`src/order_statistic_counting_set_core_assert.svh`:
```
// Assertion macros shared by the order statistic counting set RTL.
`ifndef ORDER_STATISTIC_COUNTING_SET_CORE_ASSERT_SVH
`define ORDER_STATISTIC_COUNTING_SET_CORE_ASSERT_SVH

// The consequent must hold in the same cycle as the antecedent.
`define OSCS_ASSERT_IMP(lbl, clk_s, rst_ns, ante, cons, msg) \
	lbl: assert property (@(posedge clk_s) disable iff (!rst_ns) (ante) |-> (cons)) \
		else $error(msg);

// The consequent must hold in the cycle after the antecedent.
`define OSCS_ASSERT_NXT(lbl, clk_s, rst_ns, ante, cons, msg) \
	lbl: assert property (@(posedge clk_s) disable iff (!rst_ns) (ante) |=> (cons)) \
		else $error(msg);

`endif

```
`src/oscs_pkg.sv`:
```
// Types and constants shared by the order statistic counting set files.
package oscs_pkg;

	localparam int OP_W   = 3;
	localparam int KEY_W  = 10;
	localparam int RANK_W = 31;
	localparam int ANS_W  = 31;
	localparam int NODE_W = 32;

	localparam logic [NODE_W-1:0] MAX_TOTAL = 32'h7FFF_FFFF;

	typedef enum logic [OP_W-1:0] {
		OP_INSERT      = 3'd0,
		OP_ERASE_ALL   = 3'd1,
		OP_ERASE_ONE   = 3'd2,
		OP_COUNT       = 3'd3,
		OP_SIZE        = 3'd4,
		OP_RANK_OF_KEY = 3'd5,
		OP_KEY_AT_RANK = 3'd6
	} op_t;

	typedef enum logic [3:0] {
		ST_CLEAR,
		ST_IDLE,
		ST_PRE_RD,
		ST_PRE_ACC,
		ST_DISPATCH,
		ST_UPD_RD,
		ST_UPD_WR,
		ST_DSC_RD,
		ST_DSC_CMP,
		ST_FINISH
	} state_t;

	typedef enum logic [1:0] {
		PH_TOTAL,
		PH_HI,
		PH_LO
	} phase_t;

	typedef struct packed {
		logic [OP_W-1:0]   operation;
		logic [KEY_W-1:0]  key;
		logic [RANK_W-1:0] rank;
	} cmd_t;

	typedef struct packed {
		logic [ANS_W-1:0] answer;
		logic             found;
		logic             error;
	} rsp_t;

	typedef struct packed {
		logic [NODE_W-1:0] a;
		logic [NODE_W-1:0] b;
		logic              sub;
	} alu_req_t;

	typedef struct packed {
		logic [NODE_W-1:0] y;
		logic              carry;
	} alu_rsp_t;

endpackage

```
`src/oscs_alu.sv`:
```
// Shared 32-bit add/subtract unit with carry out used by the sequencer.
module oscs_alu import oscs_pkg::*; (
	input  alu_req_t req,
	output alu_rsp_t rsp
);

	localparam int SUM_W = NODE_W + 1;

	logic [NODE_W-1:0] b_op;
	logic [SUM_W-1:0]  full;

	assign b_op    = req.sub ? ~req.b : req.b;
	assign full    = {1'b0, req.a} + {1'b0, b_op} + SUM_W'(req.sub);
	assign rsp.y     = full[NODE_W-1:0];
	assign rsp.carry = full[NODE_W];

endmodule

```
`config.mk`:
```
export PLATFORM = sky130hd
export DESIGN_NAME = oscs_alu
export DESIGN_NICKNAME = d
export VERILOG_FILES = /design/src/order_statistic_counting_set_core_assert.svh /design/src/oscs_pkg.sv /design/src/oscs_alu.sv
export SDC_FILE = /design/constraint.sdc
export NUM_CORES = 1
export LEC_CHECK = 0
export ABC_AREA = 1
export ABC_CLOCK_PERIOD_IN_PS = 2500
export BUFFER_PORTS_ARGS = -buffer_cell sky130_fd_sc_hd__buf_2
export CAP_MARGIN = 20
export CORE_MARGIN = 2
export CORE_UTILIZATION = 48
export DETAILED_ROUTE_END_ITERATION = 10
export GPL_TIMING_DRIVEN = 0
export PLACE_DENSITY = 0.82
export SLEW_MARGIN = 20
export SYNTH_ARGS = -nofsm -noshare
export SYNTH_HDL_FRONTEND = slang
export SYNTH_SLANG_ARGS = --single-unit
export TNS_END_PERCENT = 5
```
`constraint.sdc`:
```
create_clock -name vclk -period 2.5
set_clock_uncertainty 0.2 [all_clocks]
set_input_delay 0.375 -clock vclk [all_inputs]
set_output_delay 0.375 -clock vclk [all_outputs]
set_load 0.01 [all_outputs]
```
==> results of run 1 <==
==> critical path: cells and delay by family <==
family | cells | cell delay [ns]
AND/OR/NAND/NOR | 5 | 0.58
XOR/XNOR | 2 | 0.37
adder cells (fa/ha/maj) | 1 | 0.38
buffers and inverters | 5 | 0.66
==> cell usage after synthesis (4+ instances only) <==
| library cell | instances | share of area |
|---|---|---|
| sky130_fd_sc_hd__nand3_1 | 19 | 0.036 |
| sky130_fd_sc_hd__a21oi_2 | 4 | 0.013 |
| sky130_fd_sc_hd__o21ai_0 | 8 | 0.015 |
| sky130_fd_sc_hd__inv_2 | 6 | 0.0086 |
| sky130_fd_sc_hd__nand2_2 | 12 | 0.029 |
| sky130_fd_sc_hd__nor3_1 | 5 | 0.0096 |
| sky130_fd_sc_hd__ha_1 | 34 | 0.16 |
| sky130_fd_sc_hd__xor2_1 | 44 | 0.15 |
| sky130_fd_sc_hd__inv_1 | 84 | 0.12 |
| sky130_fd_sc_hd__nand3_2 | 4 | 0.015 |
| sky130_fd_sc_hd__nor2_1 | 42 | 0.060 |
| sky130_fd_sc_hd__nand2_1 | 159 | 0.23 |
| sky130_fd_sc_hd__a21oi_1 | 30 | 0.057 |
| sky130_fd_sc_hd__o21bai_1 | 4 | 0.011 |
| sky130_fd_sc_hd__o21ai_1 | 10 | 0.019 |
==> per-stage QoR <==
step | util | hold slack, ns | TNS (ns) | cell area [um^2] | setup slack, ns
floorplan | - | 0.626 | 0 | 2660 | 0.000611
global route | 0.774 | 0.852 | -9.53 | 4000 | -0.516
finish | 0.774 | 0.838 | -6.78 | 4000 | -0.448
detailed placement | 0.625 | 0.839 | -6.88 | 3230 | -0.360
CTS | 0.681 | 0.840 | -4.70 | 3520 | -0.224
global placement | 0.625 | 0.828 | -6.27 | 3230 | -0.333
==> kinds of logic (layout without fill, tap and decap cells) <==
family / count (synthesis) / count (layout) / synth area share
adder cells (fa/ha/maj): 35 / 35 / 0.170
XOR/XNOR: 47 / 47 / 0.157
AO/OA/AOI/OAI: 57 / 57 / 0.120
buffers and inverters: 94 / 211 / 0.138
AND/OR/NAND/NOR: 251 / 251 / 0.414
==> per-layer routing <==
layer / wire, um / global-route usage / vias to the layer above
met5: 0 / 0 / -
met4: 298 / 0.0321 / 0
met3: 780 / 0.0116 / 40
met2: 4990 / 0.505 / 210
met1: 3820 / 0.362 / 1642
li1: - / - / 1725
==> layout make-up <==
class / count / area, um^2
multi-input cells: 390 / 2830
plain buffers: 4 / 75.1
inverters: 90 / 338
fillers: 368 / 1170
repair buffers: 117 / 672
well taps: 70 / 87.6
==> where the power goes <==
group	internal [uW]	switching, uW	total, uW
clock network	0	0	0
logic	650	934	1580
registers	0	0	0
==> how the worst max path moves through the flow <==
| stage | from | endpoint | slack, ns | cells past startpoint |
|---|---|---|---|---|
| floorplan | req[0] | rsp[17] | 0.0006 | 9 |
| global route | req[0] | rsp[16] | -0.52 | 14 |
| CTS | req[0] | rsp[30] | -0.22 | 15 |
| global placement | req[0] | rsp[31] | -0.33 | 13 |
| finish | req[0] | rsp[16] | -0.45 | 13 |
| detailed placement | req[0] | rsp[31] | -0.36 | 13 |
==> repair_timing <==
item | 4_1_cts | 5_1_grt
setup buffers | 7 | 12
endpoints found under the setup margin | 28 | 28
pin swaps | 31 | 41
resized for setup | 54 | 89
cloned | 1 | 0
==> impl_metrics.py, run 1 <==
metrics = {
    "status": {
        "outcome": "complete, but fails checks",
        "violations_in_the_final_reports": "setup timing",
    },
    "die": {
        "initial_core_util": 0.506,
        "die-width_um": 77.8,
        "core-area_um2": 5170,
        "floorplan.die_area_um2": 6050,
        "rows": 26,
        "chip_height_um": 77.8,
        "ios": 98,
    },
    "critical_path": {
        "critical_path_required_ns": 1.92,
        "cp.arrival_ns": 2.37,
        "path_max_fanout": 10,
        "worstSetupPathType": "in2out",
        "cp_cell_sequence": "buf_12 > buf_12 > xor2_2 > ha_2 > nand2_2 > inv_2 > nand2_1 > nor2_1 > nand2_1 > nand2_2 > buf_6 > xor2_1 > buf_2",
        "biggest_cell_delay_along_the_critical_path_ns": 0.38,
        "crit_path_start_kind": "input pin",
        "setup.worst_path.end_class": "primary output",
        "crit_slowest_cell": "sky130_fd_sc_hd__ha_2",
    },
    "grt": {
        "grt_start_max_net_pins": 11,
        "grt_overflow_total": 0,
        "track_usage": 0.275,
        "antenna_found_initial": 0,
        "grt_first_pass_wirelength_um": 13900,
        "first_global_vias": 3170,
    },
    "routing": {
        "route.vias.total": 3617,
        "avgRoutedWirePerCell_um": 14.7,
        "detail_route.iter0.violations": 242,
        "finalWirelength_um": 9890,
        "postRouteAntennaNets": 0,
        "detailedRoute.firstPassIterationCount": 8,
        "post_drt_via_cell_ratio": 5.39,
        "drt_drc_violations_left": 0,
    },
    "place": {
        "dp_hpwl_um": 6870,
        "port_buffer_count": 97,
        "place.detailed.instances": 651,
        "global_placement_routability_congestion": 0.956,
    },
    "power": {
        "p_total_uw": 1580,
        "peakVddDrop_uv": 280,
        "p_leak_uw": 0.00224,
        "powerDensity_nw_per_um2": 396,
    },
    "min_path": {
        "classification_of_the_worst_slack_hold_path": "in2out",
        "worst_hold_path.endpoint": "rsp[1]",
        "hold_depth": 3,
        "hold_path_startpoint": "req[33]",
    },
    "sta": {
        "hold_viol": 0,
        "rsz0062_at_grt": "true",
        "timing_worst_slew_pin_value_ns": 0.333,
        "maxSlewViolCount": 0,
        "max_slew_margin": 0.775,
        "period_minus_slack_ns": 2.95,
        "postLayoutSetupSlackWorst_ns": -0.448,
        "setup_violating_endpoint_count_in_the_final_report": 28,
        "finalCritPeriodShare": 1.18,
        "fmax_ghz": 0.339,
    },
    "logic_synthesis": {
        "syn-mean-instance-area_um2": 5.40,
        "synth_cells": 484,
        "mappedNetlistNets": 584,
        "seq_total_area_yosys": 0,
        "synth_area_um2": 2620,
        "yosys.cell_types.count": 27,
        "ys_warn_count": 0,
    },
    "cells_and_area": {
        "area_growth_syn_to_fin_pct": 53.1,
        "layout.cells.most_common": "sky130_fd_sc_hd__nand2_1",
        "count_of_inserted_antenna_diode_cells": 0,
        "fraction_of_layout_cells_with_a_size_suffix_above_1": 0.436,
        "final-seq-area_um2": 0,
        "n_clock_buffer": 0,
        "nets_finish": 703,
        "final-instance-count-excl-fill": 671,
        "most-common-layout-cells": "131 x sky130_fd_sc_hd__nand2_1, 95 x sky130_fd_sc_hd__buf_2, 83 x sky130_fd_sc_hd__inv_1",
        "sequential_cell_total": 0,
    },
    "run": {
        "max_cap_viol_count": 0,
    },
    "clock_tree": {
        "cts_hold_buffers": 0,
    },
}
No activity file was read; power rests on OpenSTA's default activity.
==> inputs of run 2 (changes only) <==
--- a/config.mk
+++ b/config.mk
@@ -5,12 +5,11 @@
 export SDC_FILE = /design/constraint.sdc
 export NUM_CORES = 1
 export LEC_CHECK = 0
-export ABC_AREA = 1
 export ABC_CLOCK_PERIOD_IN_PS = 2500
 export BUFFER_PORTS_ARGS = -buffer_cell sky130_fd_sc_hd__buf_2
 export CAP_MARGIN = 20
 export CORE_MARGIN = 2
-export CORE_UTILIZATION = 48
+export CORE_UTILIZATION = 45
 export DETAILED_ROUTE_END_ITERATION = 10
 export GPL_TIMING_DRIVEN = 0
 export PLACE_DENSITY = 0.82
==> impl_metrics.py, run 2 <==
metrics = {
    "sta": {
        "finalCritPeriodShare": 1.43,
        "hold_viol": 0,
        "setup_violating_endpoint_count_in_the_final_report": 28,
        "timing_worst_slew_pin_value_ns": 0.472,
        "period_minus_slack_ns": 3.57,
        "postLayoutSetupSlackWorst_ns": -1.07,
        "fmax_ghz": 0.280,
        "maxSlewViolCount": 0,
        "fin_tns_setup_ns": -18.69,
        "rsz0062_at_grt": "true",
        "max_slew_margin": 0.685,
    },
    "critical_path": {
        "path_max_fanout": 10,
        "critical_path_required_ns": 1.92,
        "crit_path_start_kind": "input pin",
        "cp.arrival_ns": 2.99,
        "worstSetupPathType": "in2out",
        "setup.worst_path.end_class": "primary output",
    },
    "routing": {
        "drt_drc_violations_left": 0,
        "route.vias.total": 2509,
        "post_drt_via_cell_ratio": 5.70,
        "finalWirelength_um": 6430,
        "detail_route.iter0.violations": 101,
        "postRouteAntennaNets": 0,
        "detailedRoute.firstPassIterationCount": 4,
        "avgRoutedWirePerCell_um": 14.6,
    },
    "cells_and_area": {
        "count_of_inserted_antenna_diode_cells": 0,
        "nets_finish": 490,
        "layout.cells.most_common": "sky130_fd_sc_hd__buf_2",
        "fraction_of_layout_cells_with_a_size_suffix_above_1": 0.374,
        "most-common-layout-cells": "98 x sky130_fd_sc_hd__buf_2, 36 x sky130_fd_sc_hd__xor2_1, 28 x sky130_fd_sc_hd__ha_1",
        "final-seq-area_um2": 0,
        "area_growth_syn_to_fin_pct": 42.7,
        "n_clock_buffer": 0,
        "sequential_cell_total": 0,
    },
    "run": {
        "max_cap_viol_count": 0,
    },
    "logic_synthesis": {
        "synth.largest_area_cell": "sky130_fd_sc_hd__ha_1",
        "ys_warn_count": 0,
        "post_synth_most_frequent_cells": "41 x sky130_fd_sc_hd__xor2_1, 34 x sky130_fd_sc_hd__ha_1, 31 x sky130_fd_sc_hd__a21oi_1",
        "synth_cells": 286,
        "library_cell_with_the_highest_instance_count_after_synthesis": "sky130_fd_sc_hd__xor2_1",
        "yosys.cell_types.count": 46,
        "synth_top_cells_by_area": "sky130_fd_sc_hd__ha_1 20%, sky130_fd_sc_hd__xor2_1 17%, sky130_fd_sc_hd__a21oi_1 7.4%",
        "netlist.area_leader.share": 0.202,
        "syn-mean-instance-area_um2": 7.36,
        "seq_total_area_yosys": 0,
        "mappedNetlistNets": 386,
        "synth_area_um2": 2110,
    },
    "min_path": {
        "classification_of_the_worst_slack_hold_path": "in2out",
    },
    "power": {
        "p_total_uw": 1240,
        "p_leak_uw": 0.00151,
        "powerDensity_nw_per_um2": 414,
        "peakVddDrop_uv": 187,
    },
    "place": {
        "global_placement_routability_congestion": 0.868,
        "dp_hpwl_um": 5030,
        "port_buffer_count": 97,
    },
    "clock_tree": {
        "cts_hold_buffers": 0,
    },
    "die": {
        "chip_height_um": 72.4,
        "rows": 24,
        "core-area_um2": 4440,
        "ios": 98,
        "floorplan.die_area_um2": 5240,
        "initial_core_util": 0.474,
        "die-width_um": 72.4,
    },
    "grt": {
        "track_usage": 0.230,
        "first_global_vias": 2398,
        "grt_first_pass_wirelength_um": 10200,
        "antenna_found_initial": 0,
        "grt_start_max_net_pins": 11,
        "grt_overflow_total": 0,
    },
    "status": {
        "violations_in_the_final_reports": "setup timing",
        "outcome": "complete, but fails checks",
    },
}
[run 2: cell count changes in the layout (fill, tap and decap cells not counted), sizes merged, moves of 5 or more]
cell and delta:
and3 +6, buf -16, nor2b +5, o211ai +5, xnor2 +14, clkbuf +5
nand2 -155, inv -81, a21o +16, nand3 -11, nor2 -33, o21a +5
o21ai -10
[run 2: cell families after synthesis]
group / Yosys count / synth area share
XOR/XNOR: 58 / 0.241
adder cells (fa/ha/maj): 35 / 0.212
multiplexers: 2 / 0.00951
AND/OR/NAND/NOR: 72 / 0.177
buffers and inverters: 17 / 0.0315
AO/OA/AOI/OAI: 102 / 0.329
[run 2: per-layer routing]
metal  up-vias  wire (um)  track usage  part of all wire
met4         0         55       0.0226            0.0086
met5         -          0            0                 0
met3         6        262      0.00278             0.041
li1       1269          -            -                 -
met2        79       3240        0.413              0.50
met1      1155       2870        0.321              0.45
[run 2: final timing paths]
path / from / to / slack (ns) / cells past startpoint
min: req[33] / rsp[1] / 0.83 / 3
max: req[0] / rsp[26] / -1.07 / 12
[run 2: area by class of cell]
type | instances | area [um^2]
repair buffers | 103 | 531
multi-input cells | 269 | 2280
plain buffers | 7 | 96.3
inverters | 9 | 33.8
fillers | 389 | 1440
well taps | 52 | 65.1
[run 2: power by group]
part | internal, uW | switching [uW] | leakage [uW] | total [uW]
combinational | 566 | 678 | 0.00151 | 1240
sequential | 0 | 0 | 0 | 0
clock | 0 | 0 | 0 | 0
total | 566 | 678 | 0.00151 | 1240
[run 2: per-stage QoR]
stage	hold WS, ns	instance area [um^2]	cells	util	worst slack [ns]
floorplan	0.626	2220	286	-	-0.838
finish	0.834	3010	440	0.676	-1.07
CTS	0.834	2930	440	0.659	-1.02
global route	0.868	3010	440	0.676	-1.15
global placement	0.830	2780	435	0.624	-1.19
detailed placement	0.836	2780	435	0.624	-1.23
[run 2: what timing repair did]
action,CTS,global route
gates resized for setup,23,14
pin swaps,16,4
setup endpoints to repair,28,29
setup buffers,6,0
hold endpoints to repair,0,0
[run 2: critical path, stage by stage]
cell and delay [ns]:
sky130_fd_sc_hd__buf_12 0.11, sky130_fd_sc_hd__clkbuf_16 0.16, sky130_fd_sc_hd__xor2_1 0.16, sky130_fd_sc_hd__ha_1 0.34, sky130_fd_sc_hd__nand2_1 0.10, sky130_fd_sc_hd__o21ai_2 0.19
sky130_fd_sc_hd__or4b_4 0.49, sky130_fd_sc_hd__a211o_1 0.36, sky130_fd_sc_hd__a31oi_4 0.22, sky130_fd_sc_hd__nor4b_2 0.08, sky130_fd_sc_hd__a311oi_2 0.22, sky130_fd_sc_hd__buf_2 0.18
